===== src/design/cscspmv_pkg.sv =====
// ============================================================================
// cscspmv_pkg
// Shared types, widths and codes for the compressed-column sparse
// matrix-vector multiplier.
// ============================================================================
package cscspmv_pkg;

    localparam int MAX_ROWS_DEFAULT = 4096;

    localparam int CMD_W      = 2;
    localparam int ROW_W      = 12;
    localparam int VALUE_W    = 32;
    localparam int NUM_ROWS_W = 13;
    localparam int MODE_W     = 2;

    localparam int CFG_INDEX_W = 1;
    localparam int CFG_DATA_W  = 13;

    localparam logic [CFG_INDEX_W-1:0] REG_NUM_ROWS    = 1'b0;
    localparam logic [CFG_INDEX_W-1:0] REG_OUTPUT_MODE = 1'b1;

    localparam logic [CMD_W-1:0] CMD_BEGIN   = 2'd0;
    localparam logic [CMD_W-1:0] CMD_NONZERO = 2'd1;
    localparam logic [CMD_W-1:0] CMD_EMIT    = 2'd2;

    localparam logic [MODE_W-1:0] MODE_STORE    = 2'd0;
    localparam logic [MODE_W-1:0] MODE_NEGATE   = 2'd1;
    localparam logic [MODE_W-1:0] MODE_ADD      = 2'd2;
    localparam logic [MODE_W-1:0] MODE_SUBTRACT = 2'd3;

    localparam logic [NUM_ROWS_W-1:0] NUM_ROWS_RESET    = 13'd4096;
    localparam logic [MODE_W-1:0]     OUTPUT_MODE_RESET = MODE_STORE;

    localparam logic STATUS_EMITTED = 1'b0;
    localparam logic STATUS_DROPPED = 1'b1;

    typedef struct packed {
        logic [CMD_W-1:0]          command;
        logic [ROW_W-1:0]          row_index;
        logic signed [VALUE_W-1:0] value;
    } item_t;

    typedef struct packed {
        logic signed [VALUE_W-1:0] result_value;
        logic [ROW_W-1:0]          result_row;
        logic                      last_row;
        logic                      status;
    } result_t;

    typedef enum logic [1:0] {
        OP_BEGIN  = 2'd0,
        OP_MAC    = 2'd1,
        OP_EMIT   = 2'd2,
        OP_REJECT = 2'd3
    } op_kind_t;

    typedef struct packed {
        op_kind_t                  kind;
        logic                      last;
        logic [ROW_W-1:0]          raw_row;
        logic signed [VALUE_W-1:0] value;
    } op_t;

endpackage


===== src/design/cscspmv_front.sv =====
// ============================================================================
// cscspmv_front
// Accepts items, classifies them, range-checks nonzeros and sequences the
// emitted row numbers.
// ============================================================================
module cscspmv_front #(
    parameter int MAX_ROWS = cscspmv_pkg::MAX_ROWS_DEFAULT,
    localparam int AW      = (MAX_ROWS > 1) ? $clog2(MAX_ROWS) : 1
) (
    input  logic                                   clk,
    input  logic                                   rst_n,
    input  logic                                   item_valid,
    output logic                                   item_stall,
    input  cscspmv_pkg::item_t                     item,
    input  logic [cscspmv_pkg::NUM_ROWS_W-1:0]     num_rows,
    input  logic                                   clear_busy,
    input  logic                                   q_full,
    output logic                                   push,
    output cscspmv_pkg::op_t                       op,
    output logic [AW-1:0]                          op_addr
);
    import cscspmv_pkg::*;

    localparam int NW = ($clog2(MAX_ROWS + 1) > NUM_ROWS_W) ? $clog2(MAX_ROWS + 1)
                                                             : NUM_ROWS_W;

    logic [AW-1:0] emit_counter_reg;
    logic [AW-1:0] emit_counter_next;
    logic [NW-1:0] num_rows_ext;
    logic [NW-1:0] rows_eff;
    logic [AW-1:0] emit_row;
    logic          emit_last;
    logic          xfer;

    assign item_stall   = q_full || clear_busy;
    assign xfer         = item_valid && !item_stall;
    assign num_rows_ext = NW'(num_rows);

    always_comb
    begin
        if (num_rows == '0)
        begin
            rows_eff = NW'(1);
        end
        else if (num_rows_ext > NW'(MAX_ROWS))
        begin
            rows_eff = NW'(MAX_ROWS);
        end
        else
        begin
            rows_eff = num_rows_ext;
        end
    end

    // counter past the end (row count lowered) restarts at row 0
    assign emit_row  = (NW'(emit_counter_reg) >= rows_eff) ? '0 : emit_counter_reg;
    assign emit_last = (NW'(emit_row) == (rows_eff - NW'(1)));

    always_comb
    begin
        push              = 1'b0;
        emit_counter_next = emit_counter_reg;
        op.kind           = OP_BEGIN;
        op.last           = 1'b0;
        op.raw_row        = item.row_index;
        op.value          = item.value;
        op_addr           = AW'(item.row_index);
        case (item.command)
            CMD_BEGIN:
            begin
                push = xfer;
            end
            CMD_NONZERO:
            begin
                push = xfer;
                if (NW'(item.row_index) >= rows_eff)
                begin
                    op.kind = OP_REJECT;
                end
                else
                begin
                    op.kind = OP_MAC;
                end
            end
            CMD_EMIT:
            begin
                push       = xfer;
                op.kind    = OP_EMIT;
                op.last    = emit_last;
                op.raw_row = ROW_W'(emit_row);
                op_addr    = emit_row;
                if (xfer)
                begin
                    emit_counter_next = emit_last ? '0 : AW'(emit_row + 1'b1);
                end
            end
            default:
            begin
                push = 1'b0;
            end
        endcase
    end

    always_ff @(posedge clk or negedge rst_n)
    begin
        if (!rst_n)
        begin
            emit_counter_reg <= '0;
        end
        else
        begin
            emit_counter_reg <= emit_counter_next;
        end
    end

endmodule


===== config.mk =====
export PLATFORM = sky130hd
export DESIGN_NAME = cscspmv_front
export DESIGN_NICKNAME = d
export VERILOG_FILES = /design/src/design/cscspmv_pkg.sv /design/src/design/cscspmv_front.sv
export SDC_FILE = /design/constraint.sdc
export NUM_CORES = 1
export LEC_CHECK = 0
export BUFFER_PORTS_ARGS = -buffer_cell sky130_fd_sc_hd__buf_4
export CAP_MARGIN = 20
export CORE_ASPECT_RATIO = 1.1
export CORE_MARGIN = 1.5
export CORE_UTILIZATION = 44
export CTS_CLUSTER_DIAMETER = 120
export DETAILED_ROUTE_END_ITERATION = 8
export PLACE_DENSITY = 0.81
export SLEW_MARGIN = 20
export SYNTH_ARGS = -nofsm -noshare
export SYNTH_HDL_FRONTEND = slang
export SYNTH_SLANG_ARGS = --single-unit

===== constraint.sdc =====
create_clock -name clk -period 3.8 [get_ports clk]
set_input_delay 0.38 -clock clk [delete_from_list [all_inputs] [get_ports clk]]
set_output_delay 0.38 -clock clk [all_outputs]
set_load 0.005 [all_outputs]

==> results of run 1 <==
per-layer routing:
metal / global-route usage (%) / vias to the layer above / wire length, um
met5: 0 / - / 0
met4: 12.5 / 0 / 369
li1: - / 1343 / -
met2: 42.8 / 142 / 4020
met3: 4.78 / 34 / 595
met1: 29.3 / 1328 / 3030
cell families after synthesis:
group                      share of synthesized area, %
buffers and inverters                              17.9
muxes                                              1.61
xor gates and xnor gates                           1.33
and+or+nand+nor                                    28.7
adders and majority gates                          13.7
DFF                                                11.4
AOI/OAI and AO/OA                                  25.3
power breakdown:
group	total, mW	switching (mW)	internal [mW]
logic	0.373	0.199	0.175
registers	0.152	0.0140	0.138
clock network	0.142	0.0503	0.0917
total	0.668	0.263	0.405
final cells by class:
cell class / instances / area, um2 / area share, %
Timing Repair Buffer: 85 / 641 / 20.5
Clock buffer: 4 / 55.1 / 1.77
Sequential cell: 12 / 300 / 9.63
Tap cell: 77 / 96.3 / 3.09
Multi-Input combinational cell: 267 / 1960 / 62.9
Inverter: 17 / 63.8 / 2.05
synthesized netlist by cell type (4+ instances only):
| library cell | number |
|---|---|
| o21ai_0 | 16 |
| or4_1 | 4 |
| and4_1 | 5 |
| a21o_1 | 8 |
| clkbuf_1 | 12 |
| nor2_1 | 21 |
| ha_1 | 29 |
| a211oi_1 | 5 |
| inv_1 | 16 |
| a21oi_1 | 14 |
| o2bb2ai_1 | 8 |
| nor3_1 | 12 |
| buf_2 | 4 |
| dfrtp_1 | 12 |
| nor2b_1 | 4 |
| nor4_1 | 9 |
| and3_1 | 7 |
| o21a_1 | 7 |
| nand3_1 | 10 |
| nand2_1 | 39 |
| o21ai_1 | 4 |
| buf_4 | 44 |
| nand4_1 | 8 |
timing repair:
action                                  CTS  global route
endpoints found under the setup margin    0             2
hold endpoints to repair                 12             0
gates resized for setup                   0             9
hold buffers                              1             0
worst register-to-register path, delay by kind of cell (launching register included):
family,cells,cell delay (ns)
DFF,1,0.51
adders and majority gates,1,0.37
and+or+nand+nor,4,0.67
buffers and inverters,2,0.43
AOI/OAI and AO/OA,4,1.08
final timing paths:
kind                                     start                  end  slack [ns]  cells past startpoint
max                                num_rows[3]               op[44]        0.11                     14
min                                      rst_n  emit_counter_reg[9]        0.51                      2
max reg2reg                emit_counter_reg[8]  emit_counter_reg[3]        0.58                     11
min reg2reg                emit_counter_reg[0]  emit_counter_reg[0]        0.60                      2
max in group asynchronous                rst_n  emit_counter_reg[1]        3.13                      2
min in group clk           emit_counter_reg[0]  emit_counter_reg[0]        0.60                      2
metrics by stage:
| step | util [%] | instances | setup slack [ns] | instance area [um2] | power, mW |
|---|---|---|---|---|---|
| finish | 54.0 | 462 | 0.113 | 3120 | 0.668 |
| global route | 54.0 | 462 | -0.0314 | 3120 | 0.720 |
| CTS | 53.1 | 462 | 0.0274 | 3060 | 0.657 |
| detailed placement | 52.0 | 457 | 0.0434 | 3000 | 0.509 |
| global placement | 52.0 | 457 | 0.103 | 3000 | 0.500 |
| floorplan | - | 358 | 0.0155 | 2700 | 0.395 |
==> impl_metrics.tcl, run 1 <==
set metrics [dict create \
    outcome "complete, no violations" \
    largest_register_ffs 12 \
    synth-seq-area-share_pct 11.4 \
    max_freq_mhz 271 \
    htreeDepth 1 \
    yosys-top-cells-area "ha_1 14%, buf_4 12%, dfrtp_1 11%, nand2_1 5.5%, o21ai_0 3.0%" \
    tritoncts "done" \
    synth_top_cell_area_share_pct 13.7 \
    netlist_area_um2 2640 \
    grt_util_all_layers_pct 24.9 \
    drive_gt1_share_pct 29.9 \
    boundaryPins 125 \
    cp.required_ns 3.42 \
    dr.pass1.iters 4 \
    powerDensity_nw_per_um2 214 \
    finalHoldWorstSlack_ns 0.514 \
    final_common_cell "buf_4" \
    rows 29 \
    dp_hpwl_um 6460 \
    yosysUniqueCellTypes 65 \
    finalHoldViolations 0 \
    cts_sinks 12 \
    grt_pass1_vias 2708 \
    grt_pass1_wl_um 13100 \
    core_um2 5770 \
    fill_cells 538 \
    yosys.area.top_type "ha_1" \
    async_reset_ff_share_pct 100 \
    num_antenna_cells 0 \
    cp-start-kind "primary input" \
    synth_area_per_cell_um2 7.38 \
    period_share_pct 97.0 \
    tns_ns 0 \
    postCtsSetupBuffers 0 \
    most-common-layout-cells "84 x buf_4, 39 x nand2_1, 28 x ha_1" \
    slew-limit-headroom_pct 60.5 \
    ir_drop_mv 0.141 \
    viasPerCell 6.16 \
    synth_fp_nets 451 \
    power_leakage_nw 1.46 \
    grt.overflow.total 0 \
    drtIter0Drc 294 \
    path_buf_inv 4 \
    initial_utilization_pct 45.8 \
    place.gp.congestion 0.954 \
    final.min_clock_period_ns 3.69 \
    synth_edf_count 0 \
    via_count 2847 \
    syn_to_final_growth_pct 17.9 \
    worstMarginPinSlew_ns 0.586 \
    synth_seq_cells 12 \
    slowest_delay_ns 0.53 \
    maxSlewViolCount 0 \
    insertion_delay_ns 0.25 \
    netlist_instances 358 \
    numCtsBuffers 3 \
    path_delay_family "compound AO/OA/AOI/OAI gates" \
    crit_top_cell "buf_4" \
    ys_warn_count 0 \
    drt-total-wl_um 8010 \
    path_cells "buf_4 -> or4_4 -> nor3_2 -> a32o_2 -> inv_1 -> ha_2 -> buf_4 -> and3_1 -> o21ai_0 -> o211a_1 -> o21a_4 -> o2111ai_4 -> nor3_4 -> buf_4" \
    fp.dieH_um 84.3 \
    die_area_um2 6480 \
    endpoint_kind "output pin" \
    critical_path_class "in2out" \
    ys.flop_type "dfrtp_1" \
    cts_root_buf "clkbuf_8" \
    antenna_found_initial 0 \
    ant_nets 0 \
    grt_max_degree 20 \
    finalClockSkew_ns 0.00527 \
    clk_path_buf_depth 2 \
    setup_viol 0 \
    path_max_fanout 8 \
    maxCapViolCount 0 \
    route.detailed.drc 0 \
    cp_slowest_cell "or4_4" \
    hp-class "in2async" \
    fp.dieW_um 76.9 \
    finalNetCount 479 \
    wire_per_inst_um 17.3 \
    arrival_ns 3.31 \
    clkTransAtPathRegs_ns 0.06 \
    io_buffer_count 60 \
]
Note: power is estimated with default switching activity, not from simulation.
==> inputs of run 2 (changes only) <==
--- a/config.mk
+++ b/config.mk
@@ -7,7 +7,7 @@
 export LEC_CHECK = 0
 export BUFFER_PORTS_ARGS = -buffer_cell sky130_fd_sc_hd__buf_4
 export CAP_MARGIN = 20
-export CORE_ASPECT_RATIO = 1.1
+export CORE_ASPECT_RATIO = 1.25
 export CORE_MARGIN = 1.5
 export CORE_UTILIZATION = 44
 export CTS_CLUSTER_DIAMETER = 120
==> run 2 against run 1 <==
  * Clock power is 4% lower
  * Flip-flop and latch count is the same
  * Global-route usage up 0.63 points
  * Non-clock buffer count grew 3
  * First-iteration DRC count is 4.1% higher
  * Via count up 1.8%
==> impl_metrics.tcl, run 2 (same netlist as run 1, synthesis figures left out) <==
set metrics [dict create \
    outcome "complete, no violations" \
    numCtsBuffers 3 \
    place.gp.congestion 0.980 \
    ant_nets 0 \
    fp.dieH_um 89.7 \
    maxSlewViolCount 0 \
    drive_gt1_share_pct 31.4 \
    p_total_uw 665 \
    grt.overflow.total 0 \
    fin_cells 454 \
    reg2reg_slack_ns 0.53 \
    design_area_um2 3150 \
    fp.dieW_um 72.3 \
    clk_path_buf_depth 2 \
    clkTransAtPathRegs_ns 0.05 \
    post-route-util_pct 54.4 \
    reg2regPathDepth 11 \
    finalHoldViolations 0 \
    endpoint_kind "output pin" \
    maxCapViolCount 0 \
    boundaryPins 125 \
    insertion_delay_ns 0.24 \
    ir_drop_mv 0.164 \
    core_um2 5780 \
    cp.required_ns 3.42 \
    hp-class "in2async" \
    die_area_um2 6490 \
    power_leakage_nw 1.47 \
    powerDensity_nw_per_um2 211 \
    cp-start-kind "primary input" \
    grt_pass1_vias 2768 \
    cp_slowest_cell "or4_4" \
    tritoncts "done" \
    p_sw_uw 260 \
    tns_ns 0 \
    io_buffer_count 60 \
    combinationalPowerShare_pct 55.2 \
    finalClockSkew_ns 0.00372 \
    largest_register_ffs 12 \
    p_int_uw 405 \
    max_freq_mhz 273 \
    initial_utilization_pct 45.7 \
    route.detailed.drc 0 \
    path_buf_inv 3 \
    wire_per_inst_um 18.4 \
    final_common_cell "buf_4" \
    syn_to_final_growth_pct 19.0 \
    path_max_fanout 6 \
    path_delay_family "simple AND/OR/NAND/NOR gates" \
    dr.pass1.iters 5 \
    postCtsSetupBuffers 0 \
    worstReg2RegEnd "emit_counter_reg[10]" \
    path_cells "buf_4 -> or4_4 -> nor3_2 -> a32o_2 -> inv_1 -> ha_2 -> and2_4 -> a311oi_2 -> or2_1 -> and3_1 -> nand3_1 -> a221o_2 -> nor3_2 -> buf_4" \
    htreeDepth 1 \
    cts_sinks 12 \
    grt_util_all_layers_pct 25.5 \
    viasPerCell 6.38 \
    slew-limit-headroom_pct 59.9 \
    dpl_cell_area_um2 3010 \
    slowest_delay_ns 0.53 \
    seqPwrFrac_pct 24.2 \
    critical_path_class "in2out" \
    cts_root_buf "clkbuf_8" \
    finalNetCount 482 \
    rows 31 \
    setup_viol 0 \
    rr_startpoint "emit_counter_reg[4]" \
    period_share_pct 96.5 \
    grt_pass1_wl_um 12900 \
    dp.cells 449 \
    most-common-layout-cells "87 x buf_4, 39 x nand2_1, 28 x ha_1" \
    swShare_pct 39.1 \
    arrival_ns 3.29 \
    path_depth 14 \
    final.min_clock_period_ns 3.67 \
    grt_max_degree 18 \
    drt-total-wl_um 8340 \
    worstMarginPinSlew_ns 0.593 \
    drtIter0Drc 306 \
    clock_power_share_pct 20.6 \
    num_antenna_cells 0 \
    via_count 2898 \
    antenna_found_initial 0 \
    dp_hpwl_um 6610 \
    grt_setup_unrepaired "false" \
]
## run 2: timing repair
action | 4_1_cts | 5_1_grt
resized for setup | 0 | 15
endpoints found under the hold margin | 12 | 0
endpoints found under the setup margin | 0 | 2
hold buffers | 1 | 0
## run 2: final cells by class
class | instances | area [um2]
Tap cell | 66 | 82.6
Inverter | 17 | 63.8
Sequential cell | 12 | 300
Fill cell | 530 | 2630
Timing Repair Buffer | 88 | 663
Multi-Input combinational cell | 267 | 1980
Clock buffer | 4 | 55.1
## run 2: layer usage
layer	share of wire (%)	track usage [%]	wire length, um	vias to the layer above
met4	4.0	14.2	333	0
li1	-	-	-	1344
met3	6.7	1.34	560	36
met1	39	30.0	3260	1380
met5	0	0	0	-
met2	50	46.3	4180	138
## run 2: power groups by stage
stage	Sequential, mW	Clock [mW]	Combinational, mW
finish	0.161	0.137	0.367
global route	0.163	0.145	0.399
CTS	0.159	0.140	0.346
detailed placement	0.162	0	0.343
global placement	0.161	0	0.335
floorplan	0.153	0	0.242
## run 2: how the worst max path moves through the flow
stage	to	slack, ns	start
2_1_floorplan	emit_counter_reg[10]	0.02	num_rows[2]
3_3_place_gp	op[44]	0.1	num_rows[3]
3_5_place_dp	op[44]	0.05	num_rows[3]
4_1_cts	op[44]	0.03	num_rows[3]
5_1_grt	op[44]	0.009	num_rows[3]
6_report	op[44]	0.13	num_rows[3]
## run 2: worst register-to-register path, delay by kind of cell, from the launching register on
| kind | cells | cell delay (ns) |
|---|---|---|
| compound gates | 4 | 1.28 |
| fa+ha+maj | 1 | 0.36 |
| buf+inv | 1 | 0.24 |
| flops | 1 | 0.50 |
| simple gates | 5 | 0.77 |
## run 2: per-stage QoR
step                      hold slack (ns)  setup slack [ns]
after floorplan                    0.0844            0.0155
after global placement              0.228            0.0993
after detailed placement            0.229            0.0521
after CTS                           0.513            0.0347
after global routing                0.519           0.00892
final                               0.511             0.134
