==> config.mk <==
export PLATFORM = sky130hd
export DESIGN_NAME = cscspmv_queue
export DESIGN_NICKNAME = d
export VERILOG_FILES = /design/src/design/cscspmv_queue.sv
export SDC_FILE = /design/constraint.sdc
export NUM_CORES = 1
export LEC_CHECK = 0
export ABC_CLOCK_PERIOD_IN_PS = 1400
export BUFFER_PORTS_ARGS = -buffer_cell sky130_fd_sc_hd__buf_2
export CAP_MARGIN = 20
export CORE_ASPECT_RATIO = 1.1
export CORE_UTILIZATION = 45
export CTS_BUF_LIST = sky130_fd_sc_hd__clkbuf_8 sky130_fd_sc_hd__clkbuf_16
export DETAILED_ROUTE_END_ITERATION = 10
export PLACE_DENSITY = 0.71
export RECOVER_POWER = 50
export SYNTH_ARGS = -nofsm -noshare
export SYNTH_HDL_FRONTEND = slang
export SYNTH_SLANG_ARGS = --single-unit
==> constraint.sdc <==
create_clock -name clk -period 1.4 [get_ports clk]
set_clock_uncertainty 0.1 [all_clocks]
set_input_delay 0.07 -clock clk [delete_from_list [all_inputs] [get_ports clk]]
set_output_delay 0.07 -clock clk [all_outputs]
set_load 0.005 [all_outputs]
==> src/design/cscspmv_queue.sv <==
// ============================================================================
// cscspmv_queue
// Two-entry queue that decouples the front from the back.
// ============================================================================
module cscspmv_queue #(
    parameter int WIDTH = 8
) (
    input  logic             clk,
    input  logic             rst_n,
    input  logic             push,
    input  logic [WIDTH-1:0] wdata,
    output logic             full,
    input  logic             pop,
    output logic             not_empty,
    output logic [WIDTH-1:0] rdata
);

    logic [WIDTH-1:0] entry_reg [2];
    logic             wr_ptr_reg;
    logic             rd_ptr_reg;
    logic [1:0]       count_reg;
    logic [1:0]       count_next;

    assign full      = (count_reg == 2'd2);
    assign not_empty = (count_reg != 2'd0);
    assign rdata     = entry_reg[rd_ptr_reg];

    always_comb
    begin
        count_next = count_reg;
        if (push && !pop)
        begin
            count_next = count_reg + 2'd1;
        end
        else if (pop && !push)
        begin
            count_next = count_reg - 2'd1;
        end
    end

    always_ff @(posedge clk or negedge rst_n)
    begin
        if (!rst_n)
        begin
            wr_ptr_reg <= 1'b0;
            rd_ptr_reg <= 1'b0;
            count_reg  <= 2'd0;
        end
        else
        begin
            if (push)
            begin
                wr_ptr_reg <= !wr_ptr_reg;
            end
            if (pop)
            begin
                rd_ptr_reg <= !rd_ptr_reg;
            end
            count_reg <= count_next;
        end
    end

    always_ff @(posedge clk)
    begin
        if (push)
        begin
            entry_reg[wr_ptr_reg] <= wdata;
        end
    end

endmodule

==> run metrics, run 1 <==
run status complete, no violations; DR pass1 iterations 4; n_diodes 0; Setup Crit Path Kind register to primary output; Worst-Margin Slew 404.8 ps; area of the die approximately 0.0019 mm²; TritonCTS Sinks 20; Synth Instances 41; Detailed Route Iter0 Violations 2; sequential standard cell area between 500 and 600 µm²; die width 41.53 µm; critical path's slowest cell dfrtp_2; Yosys warnings 0; reg-to-reg slack, setup between 150 and 200 ps; Final Slew Violations 0; die boundary height 45.48 µm; arrival time reported for the critical path endpoint approximately 1200 ps; starting utilization of the core area between 40% and 50%; total congestion overflow 0; number of nets in the synthesized netlist 54; maximum frequency from static timing analysis 0.7313 GHz; setup repair after global routing missed its margin no; max-slew headroom at the worst pin between 70% and 80%; flip-flop and latch count after synthesis 20; sequential-to-total area share from yosys stat between 70 and 80%; Worst Reg-to-Reg Cells 1; CP Launch Point rd_ptr_reg$_DFFE_PN0P_; count of cell types in the netlist 13; number of buffers added on ports 21; final WL 1.275 mm; max-cap violations 0; core outline area 0.001595 mm²; area of the mapped netlist between 700 and 800 µm²; insertion delay to the later sink of the worst-skew pair roughly 250 ps; number of antenna violations at the first check in global routing 0; clock tree from TritonCTS yes; total number of vias between 400 and 500; number of nets in the layout 95; HPWL after DPL approximately 830 µm; CTS H-tree depth 1; Avg WL per Cell 13.01 µm; clock buffer count from CTS 3; post-detailed-route via-to-cell ratio roughly 4.7; tightest hold margin ~110 ps; ratio of total power to cell area roughly 1800 mW/mm²; final routed DRC violation total 0; worst reg2reg startpoint wr_ptr_reg$_DFFE_PN0P_; clock transition at the registers of the reported paths approximately 70 ps; count of fill cells added during filler insertion roughly 120; nature of the critical path endpoint primary output; global-route wire length before repair between 1.5 and 2 mm; routability congestion estimate approximately 0.6; maximum number of pins on one net before global-route repair 12; Crit path required time around 1200 ps; maximum net fanout on the critical path 4; Pleak 0.4450 nW; minimum clock period after layout about 1400 ps; Post-Route Setup TNS 0 ps; Final Hold Violating Endpoints 0; type of the tightest min-delay check primary input to async pin; critical path cell sequence buf_4 -> mux2_2 -> buf_2; Largest register FFs 16; via count of the first global-routing pass around 460; IO Count 22; worst ir drop on vdd roughly 0.0011 V; Global Route Usage Sum 14.67%; buffer cell driving the clock tree root clkbuf_8; area growth from synthesis to layout 40.94%; clock buffer depth 2; mean area per synthesized cell 18.86 µm²; row count 15; Antenna Violating Nets Remaining 0; multi-input combinational cell area ~180 µm²; count of final setup violators 0; layout cell share with drive strength beyond 1 between 40% and 50%; final worst-path cycle share 97.68%; critical register-to-register path endpoint entry_reg[1][6]$_DFFE_PP_; delay of the slowest cell on the worst path approximately 370 ps; launching element type of the critical path register
[layout by cell type (no fill, tap or decap), drive strengths merged]
| master | count |
|---|---|
| ha | 1 |
| mux2 | 8 |
| edfxtp | 16 |
| and2b | 1 |
| dlygate4sd3 | 11 |
| xor2 | 4 |
| clkbuf | 9 |
| dfrtp | 4 |
| nor2 | 1 |
| nor2b | 1 |
| or2 | 1 |
| buf | 21 |
| inv | 1 |
| xnor2 | 1 |
| and2 | 1 |
[worst max-delay path, delay by kind of cell, from the launching register on]
kind     cells  cell delay (ps)
flops        1              370
mux          1              330
buf+inv      2              250
[Yosys cell counts (all sizes together)]
master	count	area [µm²]
ha	1	12.51
inv	1	3.750
and2b	1	8.760
dfrtp	4	100.1
edfxtp	16	480.5
nor2	1	3.750
or2	1	6.260
buf	1	11.26
xnor2	1	8.760
mux2	8	90.09
xor2	4	35.03
nor2b	1	6.260
and2	1	6.260
[cell type report]
cell class | instances | share of cell area [%]
timing repair buffer | 37 | 22.96
inverter | 1 | 0.3444
sequential | 20 | 53.39
tap | 17 | 1.952
multi-input combinational | 19 | 16.30
clock buffer | 4 | 5.052
[how the worst max path moves through the flow]
| stage | endpoint | slack [ps] | cells after the start |
|---|---|---|---|
| floorplan | entry_reg[0][0]$_DFFE_PP_ | 140 | 1 |
| finish | rdata[6] | 30 | 3 |
| global route | rdata[6] | 1 | 3 |
| detailed placement | rdata[2] | 150 | 2 |
| CTS | rdata[2] | 0.9 | 2 |
| global placement | rdata[2] | 170 | 2 |
[cell families (layout without fill, tap and decap cells)]
| kind of cell | count (synthesis) | in the layout | synth area share (%) |
|---|---|---|---|
| adders and majority gates | 1 | 1 | 1.618 |
| xor gates and xnor gates | 5 | 5 | 5.663 |
| DFF | 20 | 20 | 75.08 |
| buffers and inverters | 2 | 42 | 1.941 |
| muxes | 8 | 8 | 11.65 |
| and+or+nand+nor | 5 | 5 | 4.047 |
[per-stage QoR]
stage                     instance area [µm²]  power (W)  utilization (%)  worst slack (ps)  std cells
final                                    1090   0.001919            68.31             32.53         98
after global routing                     1090   0.002024            68.31             1.370         98
after CTS                                1077   0.001881            67.53            0.8915         96
after detailed placement                903.4   0.001412            56.63             151.4         80
after global placement                  903.4   0.001386            56.63             173.3         80
after floorplan                         773.2   0.001215                -             138.3         41
[timing repair]
item                                    4_1_cts  5_1_grt
resized for setup                             1        3
cloned                                        0        0
endpoints found under the setup margin        8        8
endpoints found under the hold margin        22        0
buffers inserted                              1        2
hold buffers                                 11        0
[layer usage]
layer,global-route usage [%],vias up,share of wire (%)
met5,0,-,0
met4,7.742,0,0.94
met3,2.778,2,3.1
met2,28.13,14,54
met1,15.40,221,42
li1,-,227,-
[where the power goes]
group	internal, W	switching (W)
Combinational	0.000366	0.000246
Clock	0.000249	0.000172
Sequential	0.000812	0.0000740
Total	0.00143	0.000492
(Power assumes the default switching activity.)
==> inputs of run 2 (changes only) <==
--- a/config.mk
+++ b/config.mk
@@ -15,4 +15,5 @@
 export PLACE_DENSITY = 0.71
 export RECOVER_POWER = 50
+export SETUP_SLACK_MARGIN = 0.2
 export SYNTH_ARGS = -nofsm -noshare
 export SYNTH_HDL_FRONTEND = slang
==> constraint.sdc (replaced) <==
create_clock -name clk -period 1.4 [get_ports clk]
set_clock_uncertainty 0.1 [all_clocks]
set_input_delay 0.14 -clock clk [delete_from_list [all_inputs] [get_ports clk]]
set_output_delay 0.14 -clock clk [all_outputs]
set_load 0.005 [all_outputs]
==> run 2 against run 1 <==
  * The run now ends with negative setup slack left
  * Utilization up 1.4 points
  * Power up 1.8%
  * Worst setup slack worse by 79 ps
  * Clock power down 13%
  * Cell count up 2.0%
  * Combinational power up 15%
  * Global-route usage about the same
  * Critical path depth unchanged
==> run metrics, run 2 (synthesized netlist as in run 1, its figures left out) <==
Final Slew Violations 0 (unchanged); buffer cell driving the clock tree root clkbuf_8; core outline area 0.001595 mm² (unchanged); final worst-path cycle share 103.3% (+5.7 points); Detailed Route Iter0 Violations 4 (+2); DR pass1 iterations 4 (unchanged); row count 15 (unchanged); Antenna Violating Nets Remaining 0 (unchanged); clock buffer count from CTS 3 (unchanged); Setup Crit Path Kind register to primary output; run status finished with violations; die width 41.53 µm (unchanged); most common cell after layout, fill and taps aside edfxtp_1; most used cells in the layout excluding fill and tap cells edfxtp_1, buf_2, dlygate4sd3_1, mux2_2, clkbuf_1; sequential standard cell area 581.8 µm² (unchanged); max-slew headroom at the worst pin 83.75% (+11 points); TritonCTS Sinks 20 (unchanged); count of fill cells added during filler insertion 116 (-2.5%); ratio of total power to cell area 1756 mW/mm² (-0.28%); worst reg2reg startpoint count_reg[0]$_DFFE_PN0P_; Internal Pwr Total 0.001446 W (+1.3%); Post-Route Setup TNS -268.4 ps (-268.4 ps); number of nets in the layout 97 (+2.1%); minimum clock period after layout 1447 ps (+79.26 ps); final setup margin -46.73 ps (-79.26 ps); total number of vias 458 (-1.3%); via count of the first global-routing pass 434 (-5.2%); number of buffers added on ports 21 (unchanged); routability congestion estimate 0.6366 (+6.5%); number of antenna violations at the first check in global routing 0 (unchanged); n_diodes 0 (unchanged); launching element type of the critical path register; clock transition at the registers of the reported paths 60 ps (about the same); type of the tightest min-delay check primary input to async pin; insertion delay to the later sink of the worst-skew pair 250 ps (about the same); CTS H-tree depth 1 (unchanged); clock buffer depth 2 (unchanged); count of final setup violators 8 (+8); multi-input combinational cell area 187.7 µm² (+5.6%); arrival time reported for the critical path endpoint 1210 ps (about the same); Seq pwr share 45.1% (-1.1 points); maximum net fanout on the critical path 5 (+1); maximum number of pins on one net before global-route repair 12 (unchanged); maximum frequency from static timing analysis 0.6912 GHz (-5.5%); Switch Pwr 0.0005073 W (+3.2%); final routed DRC violation total 0 (unchanged); IO Count 22 (unchanged); Worst-Margin Slew 243.8 ps (-161.0 ps); final WL 1.206 mm (-5.4%); max-cap violations 0 (unchanged); worst setup slack before clock tree synthesis 89.51 ps (-61.88 ps); setup repair after global routing missed its margin yes; CP Launch Point rd_ptr_reg$_DFFE_PN0P_; area growth from synthesis to layout 43.85%; area of the die 0.001888 mm² (unchanged); total congestion overflow 0 (unchanged); Final Hold Violating Endpoints 0 (unchanged); Comb power frac 36.1% (+4.2 points); global-route wire length before repair 1.876 mm (-4.6%); Global Route Usage Sum 14.70% (+0.028 points); switching power share of the total 25.97% (+0.36 points); post-detailed-route via-to-cell ratio 4.580 (-3.3%); Pleak 0.4546 nW (+2.1%); failing checks negative setup slack; clock tree from TritonCTS yes; layout cell share with drive strength beyond 1 44.58% (+0.13 points); nature of the critical path endpoint primary output; HPWL after DPL 729 µm (-12%); starting utilization of the core area 48.47% (unchanged); Crit path required time 1160 ps (-70 ps); worst ir drop on vdd 0.001089 V (-3.5%); Largest register FFs 16 (unchanged); relative contribution of the clock network to total power 18.8% (-3.2 points); Avg WL per Cell 12.06 µm (-7.3%); die boundary height 45.48 µm (unchanged)
run 2: cell count changes in the layout (fill, tap and decap cells not counted), sizes merged:
cell	delta
clkinv	+1
clkbuf	+1
run 2: metrics by stage:
step	cell area, µm²	util [%]	total power (W)	instances	hold WS [ps]
final	1112	69.73	0.001953	100	165.0
after global routing	1112	69.73	0.002059	100	180.5
after floorplan	775.7	-	0.001219	41	-255.6
after global placement	905.9	56.78	0.001388	80	-146.5
after CTS	1114	69.80	0.001953	100	112.6
after detailed placement	905.9	56.78	0.001397	80	-147.6
run 2: final cells by class:
type / count / area share [%]
multi-input combinational: 19 / 16.87
sequential: 20 / 52.31
timing repair buffer: 39 / 24.52
clock inverter: 1 / 0.3375
clock buffer: 3 / 3.712
inverter: 1 / 0.3375
tap: 17 / 1.912
run 2: worst max-delay path, stage by stage (launching register included):
cell	delay, ps
dfrtp_2	410
buf_6	130
mux2_4	300
buf_6	120
run 2: path summary, 6_finish.rpt:
kind / to / slack, ps / depth (start not counted)
hold reg to reg: wr_ptr_reg$_DFFE_PN0P_ / 400 / 1
min in group clk: count_reg[0]$_DFFE_PN0P_ / 180 / 3
setup / recovery: rdata[4] / -50 / 3
setup reg to reg: count_reg[1]$_DFFE_PN0P_ / 300 / 4
hold / removal: wr_ptr_reg$_DFFE_PN0P_ / 170 / 2
max in group asynchronous: rd_ptr_reg$_DFFE_PN0P_ / 820 / 2
run 2: routing by layer:
metal / global-route usage (%) / wire [µm]
met1: 16.58 / 528
met2: 25.94 / 601
met3: 2.778 / 48
met4: 9.677 / 28
met5: 0 / 0
run 2: timing repair:
| action | CTS | global route |
|---|---|---|
| pin swaps | 1 | 0 |
| setup endpoints to repair | 18 | 10 |
| hold buffers | 11 | 0 |
| gates resized for setup | 7 | 2 |
| endpoints found under the hold margin | 22 | 0 |
| setup buffers | 5 | 0 |
run 2: power groups by stage:
stage / Sequential, W / Combinational, W / Clock, W
after floorplan: 0.000873 / 0.000346 / 0
after global placement: 0.000927 / 0.000461 / 0
after detailed placement: 0.000932 / 0.000465 / 0
after CTS: 0.000873 / 0.000699 / 0.000381
after global routing: 0.000894 / 0.000758 / 0.000407
final: 0.000880 / 0.000705 / 0.000367
==> inputs of run 3 (changes only) <==
- CORE_UTILIZATION: 45 -> 48
- PLACE_DENSITY: 0.71 -> 0.75
- REMOVE_ABC_BUFFERS: unset -> 1
==> run 3 against run 2 <==
  * The run still ends with negative setup slack left
  * Via count up 7.6%
  * Sequential power up 0.8%
  * Critical path depth unchanged
  * Worst setup slack worse by 26 ps
  * Utilization up 8.2 points
  * Die area down 6.0%
  * Design area up 0.67%
  * First-iteration DRC count up 130%
  * Highest routed layer unchanged
==> run metrics, run 3 (synthesized netlist as in run 1, its figures left out) <==
minimum clock period after layout 1473 ps (+26.25 ps); final routed DRC violation total 0 (unchanged); core outline area 0.001436 mm² (-10%); maximum number of pins on one net before global-route repair 12 (unchanged); area growth from synthesis to layout 44.82%; count of fill cells added during filler insertion 98 (-16%); number of antenna violations at the first check in global routing 0 (unchanged); maximum frequency from static timing analysis 0.6789 GHz (-1.8%); worst setup slack before clock tree synthesis 86.72 ps (-2.793 ps); end point of the critical path rdata[5]; final WL 1.368 mm (+13%); Avg WL per Cell 13.68 µm (+13%); total congestion overflow 0 (unchanged); Antenna Violating Nets Remaining 0 (unchanged); clock buffer depth 2 (unchanged); Pleak 0.4665 nW (+2.6%); worst reg2reg startpoint wr_ptr_reg$_DFFE_PN0P_; die boundary height 44.10 µm (-3.0%); arrival time reported for the critical path endpoint 1230 ps (+20 ps); DR pass1 iterations 4 (unchanged); failing checks negative setup slack; count of final setup violators 8 (unchanged); starting utilization of the core area 53.83% (+5.4 points); ratio of total power to cell area 1853 mW/mm² (+5.6%); total number of vias 493 (+7.6%); Detailed Route Iter0 Violations 9 (+5); number of buffers added on ports 21 (unchanged); most used cells in the layout excluding fill and tap cells edfxtp_1, buf_2, dlygate4sd3_1, mux2_2, buf_4; TritonCTS Sinks 20 (unchanged); global-route wire length before repair 2.035 mm (+8.5%); Critical Path Stages 3 (unchanged); post-detailed-route via-to-cell ratio 4.930 (+7.6%); clock buffer count from CTS 3 (unchanged); Global Route Usage Sum 18.20% (+3.5 points); Top Family by Delay on Critical Path flip-flops; Final Hold Violating Endpoints 0 (unchanged); Internal Pwr Total 0.001547 W (+7.0%); Worst Reg-to-Reg Cells 2 (-2); HPWL after DPL 824.6 µm (+13%); relative contribution of the clock network to total power 20.4% (+1.6 points); setup repair after global routing missed its margin yes; die width 40.27 µm (-3.0%); critical path's slowest cell dfrtp_2; area of the die 0.001776 mm² (-6.0%); maximum net fanout on the critical path 3 (-2); Switch Pwr 0.0005287 W (+4.2%); worst ir drop on vdd 0.001455 V (+34%); insertion delay to the later sink of the worst-skew pair 250 ps (about the same); clock tree from TritonCTS yes; IO Count 22 (unchanged); Crit path required time 1160 ps (about the same); final setup margin -72.98 ps (-26.25 ps); Seq pwr share 42.7% (-2.4 points); critical path cell sequence buf_4 -> mux2_2 -> buf_2; critical register-to-register path endpoint entry_reg[0][0]$_DFFE_PP_; buffer cell driving the clock tree root clkbuf_8; reg-to-reg slack, setup 280 ps (-20 ps); most common cell after layout, fill and taps aside edfxtp_1; Post-Route Setup TNS -457.1 ps (-188.7 ps); delay of the slowest cell on the worst path 400 ps (about the same); type of the tightest min-delay check primary input to register; routability congestion estimate 0.6431 (+1.0%); max-cap violations 0 (unchanged); CP Launch Point rd_ptr_reg$_DFFE_PN0P_; switching power share of the total 25.47% (-0.50 points); final worst-path cycle share 105.2% (+1.9 points); nature of the critical path endpoint primary output; number of nets in the layout 98 (+1.0%); Largest register FFs 16 (unchanged); Final Slew Violations 0 (unchanged); row count 14 (-1); launching element type of the critical path register; Buffers & Inverters on Critical Path 2 (unchanged); Comb power frac 36.9% (+0.8 points); n_diodes 0 (unchanged); layout cell share with drive strength beyond 1 50.00% (+5.4 points); Setup Crit Path Kind register to primary output; via count of the first global-routing pass 481 (+11%); clock transition at the registers of the reported paths 70 ps (about the same); Worst-Margin Slew 223.5 ps (-20.26 ps); max-slew headroom at the worst pin 85.10% (+1.4 points); run status finished with violations; CTS H-tree depth 1 (unchanged)
[run 3: cell types whose count changed in the layout (fill, tap and decap cells not counted), sizes merged]
| cell | change |
|---|---|
| clkinv | -1 |
| dlygate4sd3 | -2 |
| buf | +5 |
| clkbuf | -1 |
[run 3: per-stage QoR]
stage	hold WS [ps]	utilization [%]	instance area [µm²]	std cells	power [W]
2_1_floorplan	-255.6	-	762.0	40	0.001181
3_3_place_gp	-152.4	62.80	902.1	79	0.001379
3_5_place_dp	-149.9	62.80	902.1	79	0.001400
4_1_cts	0.4355	76.83	1104	98	0.002014
5_1_grt	0.08391	77.96	1120	100	0.002181
6_report	1.413	77.96	1120	100	0.002075
[run 3: repair_timing]
item / in CTS / in global routing
buffers inserted: 6 / 2
endpoints found under the hold margin: 20 / 0
gates resized for setup: 5 / 2
pin swaps: 0 / 0
hold buffers: 9 / 0
endpoints found under the setup margin: 18 / 10
[run 3: worst register-to-register path, cell delays in order (launching register included)]
cell	delay, ps
dfrtp_1	400
nor2b_1	150
buf_4	180
[run 3: area by class of cell]
class | count | area [µm²] | share of cell area, %
clock buffers | 4 | 55.05 | 4.916
inverters | 1 | 3.754 | 0.3352
multi-input cells | 19 | 181.4 | 16.20
flip-flops and latches | 20 | 581.8 | 51.96
well taps | 16 | 20.02 | 1.788
repair buffers | 40 | 277.8 | 24.80
[run 3: worst min path at each step]
stage / depth (start not counted) / slack, ps / endpoint / start
floorplan: 0 / -260 / count_reg[0]$_DFFE_PN0P_ / rst_n
CTS: 2 / 0.4 / wr_ptr_reg$_DFFE_PN0P_ / push
finish: 2 / 1 / rd_ptr_reg$_DFFE_PN0P_ / pop
detailed placement: 1 / -150 / count_reg[1]$_DFFE_PN0P_ / rst_n
global placement: 1 / -150 / count_reg[1]$_DFFE_PN0P_ / rst_n
global route: 2 / 0.08 / rd_ptr_reg$_DFFE_PN0P_ / pop
[run 3: power by group through the flow]
stage                     sequential [W]  combinational [W]  clock [W]
after global placement          0.000924           0.000455          0
after floorplan                 0.000902           0.000279          0
final                           0.000887           0.000765   0.000423
after global routing            0.000903           0.000828   0.000450
after detailed placement        0.000934           0.000465          0
after CTS                       0.000878           0.000706   0.000430
[run 3: per-layer routing]
| layer | global-route usage [%] | vias up | share of wire, % |
|---|---|---|---|
| met5 | 0 | - | 0 |
| met4 | 8.000 | 0 | 0.58 |
| met3 | 4.523 | 2 | 4.1 |
| met2 | 30.65 | 20 | 54 |
| met1 | 21.43 | 238 | 41 |
| li1 | - | 233 | - |
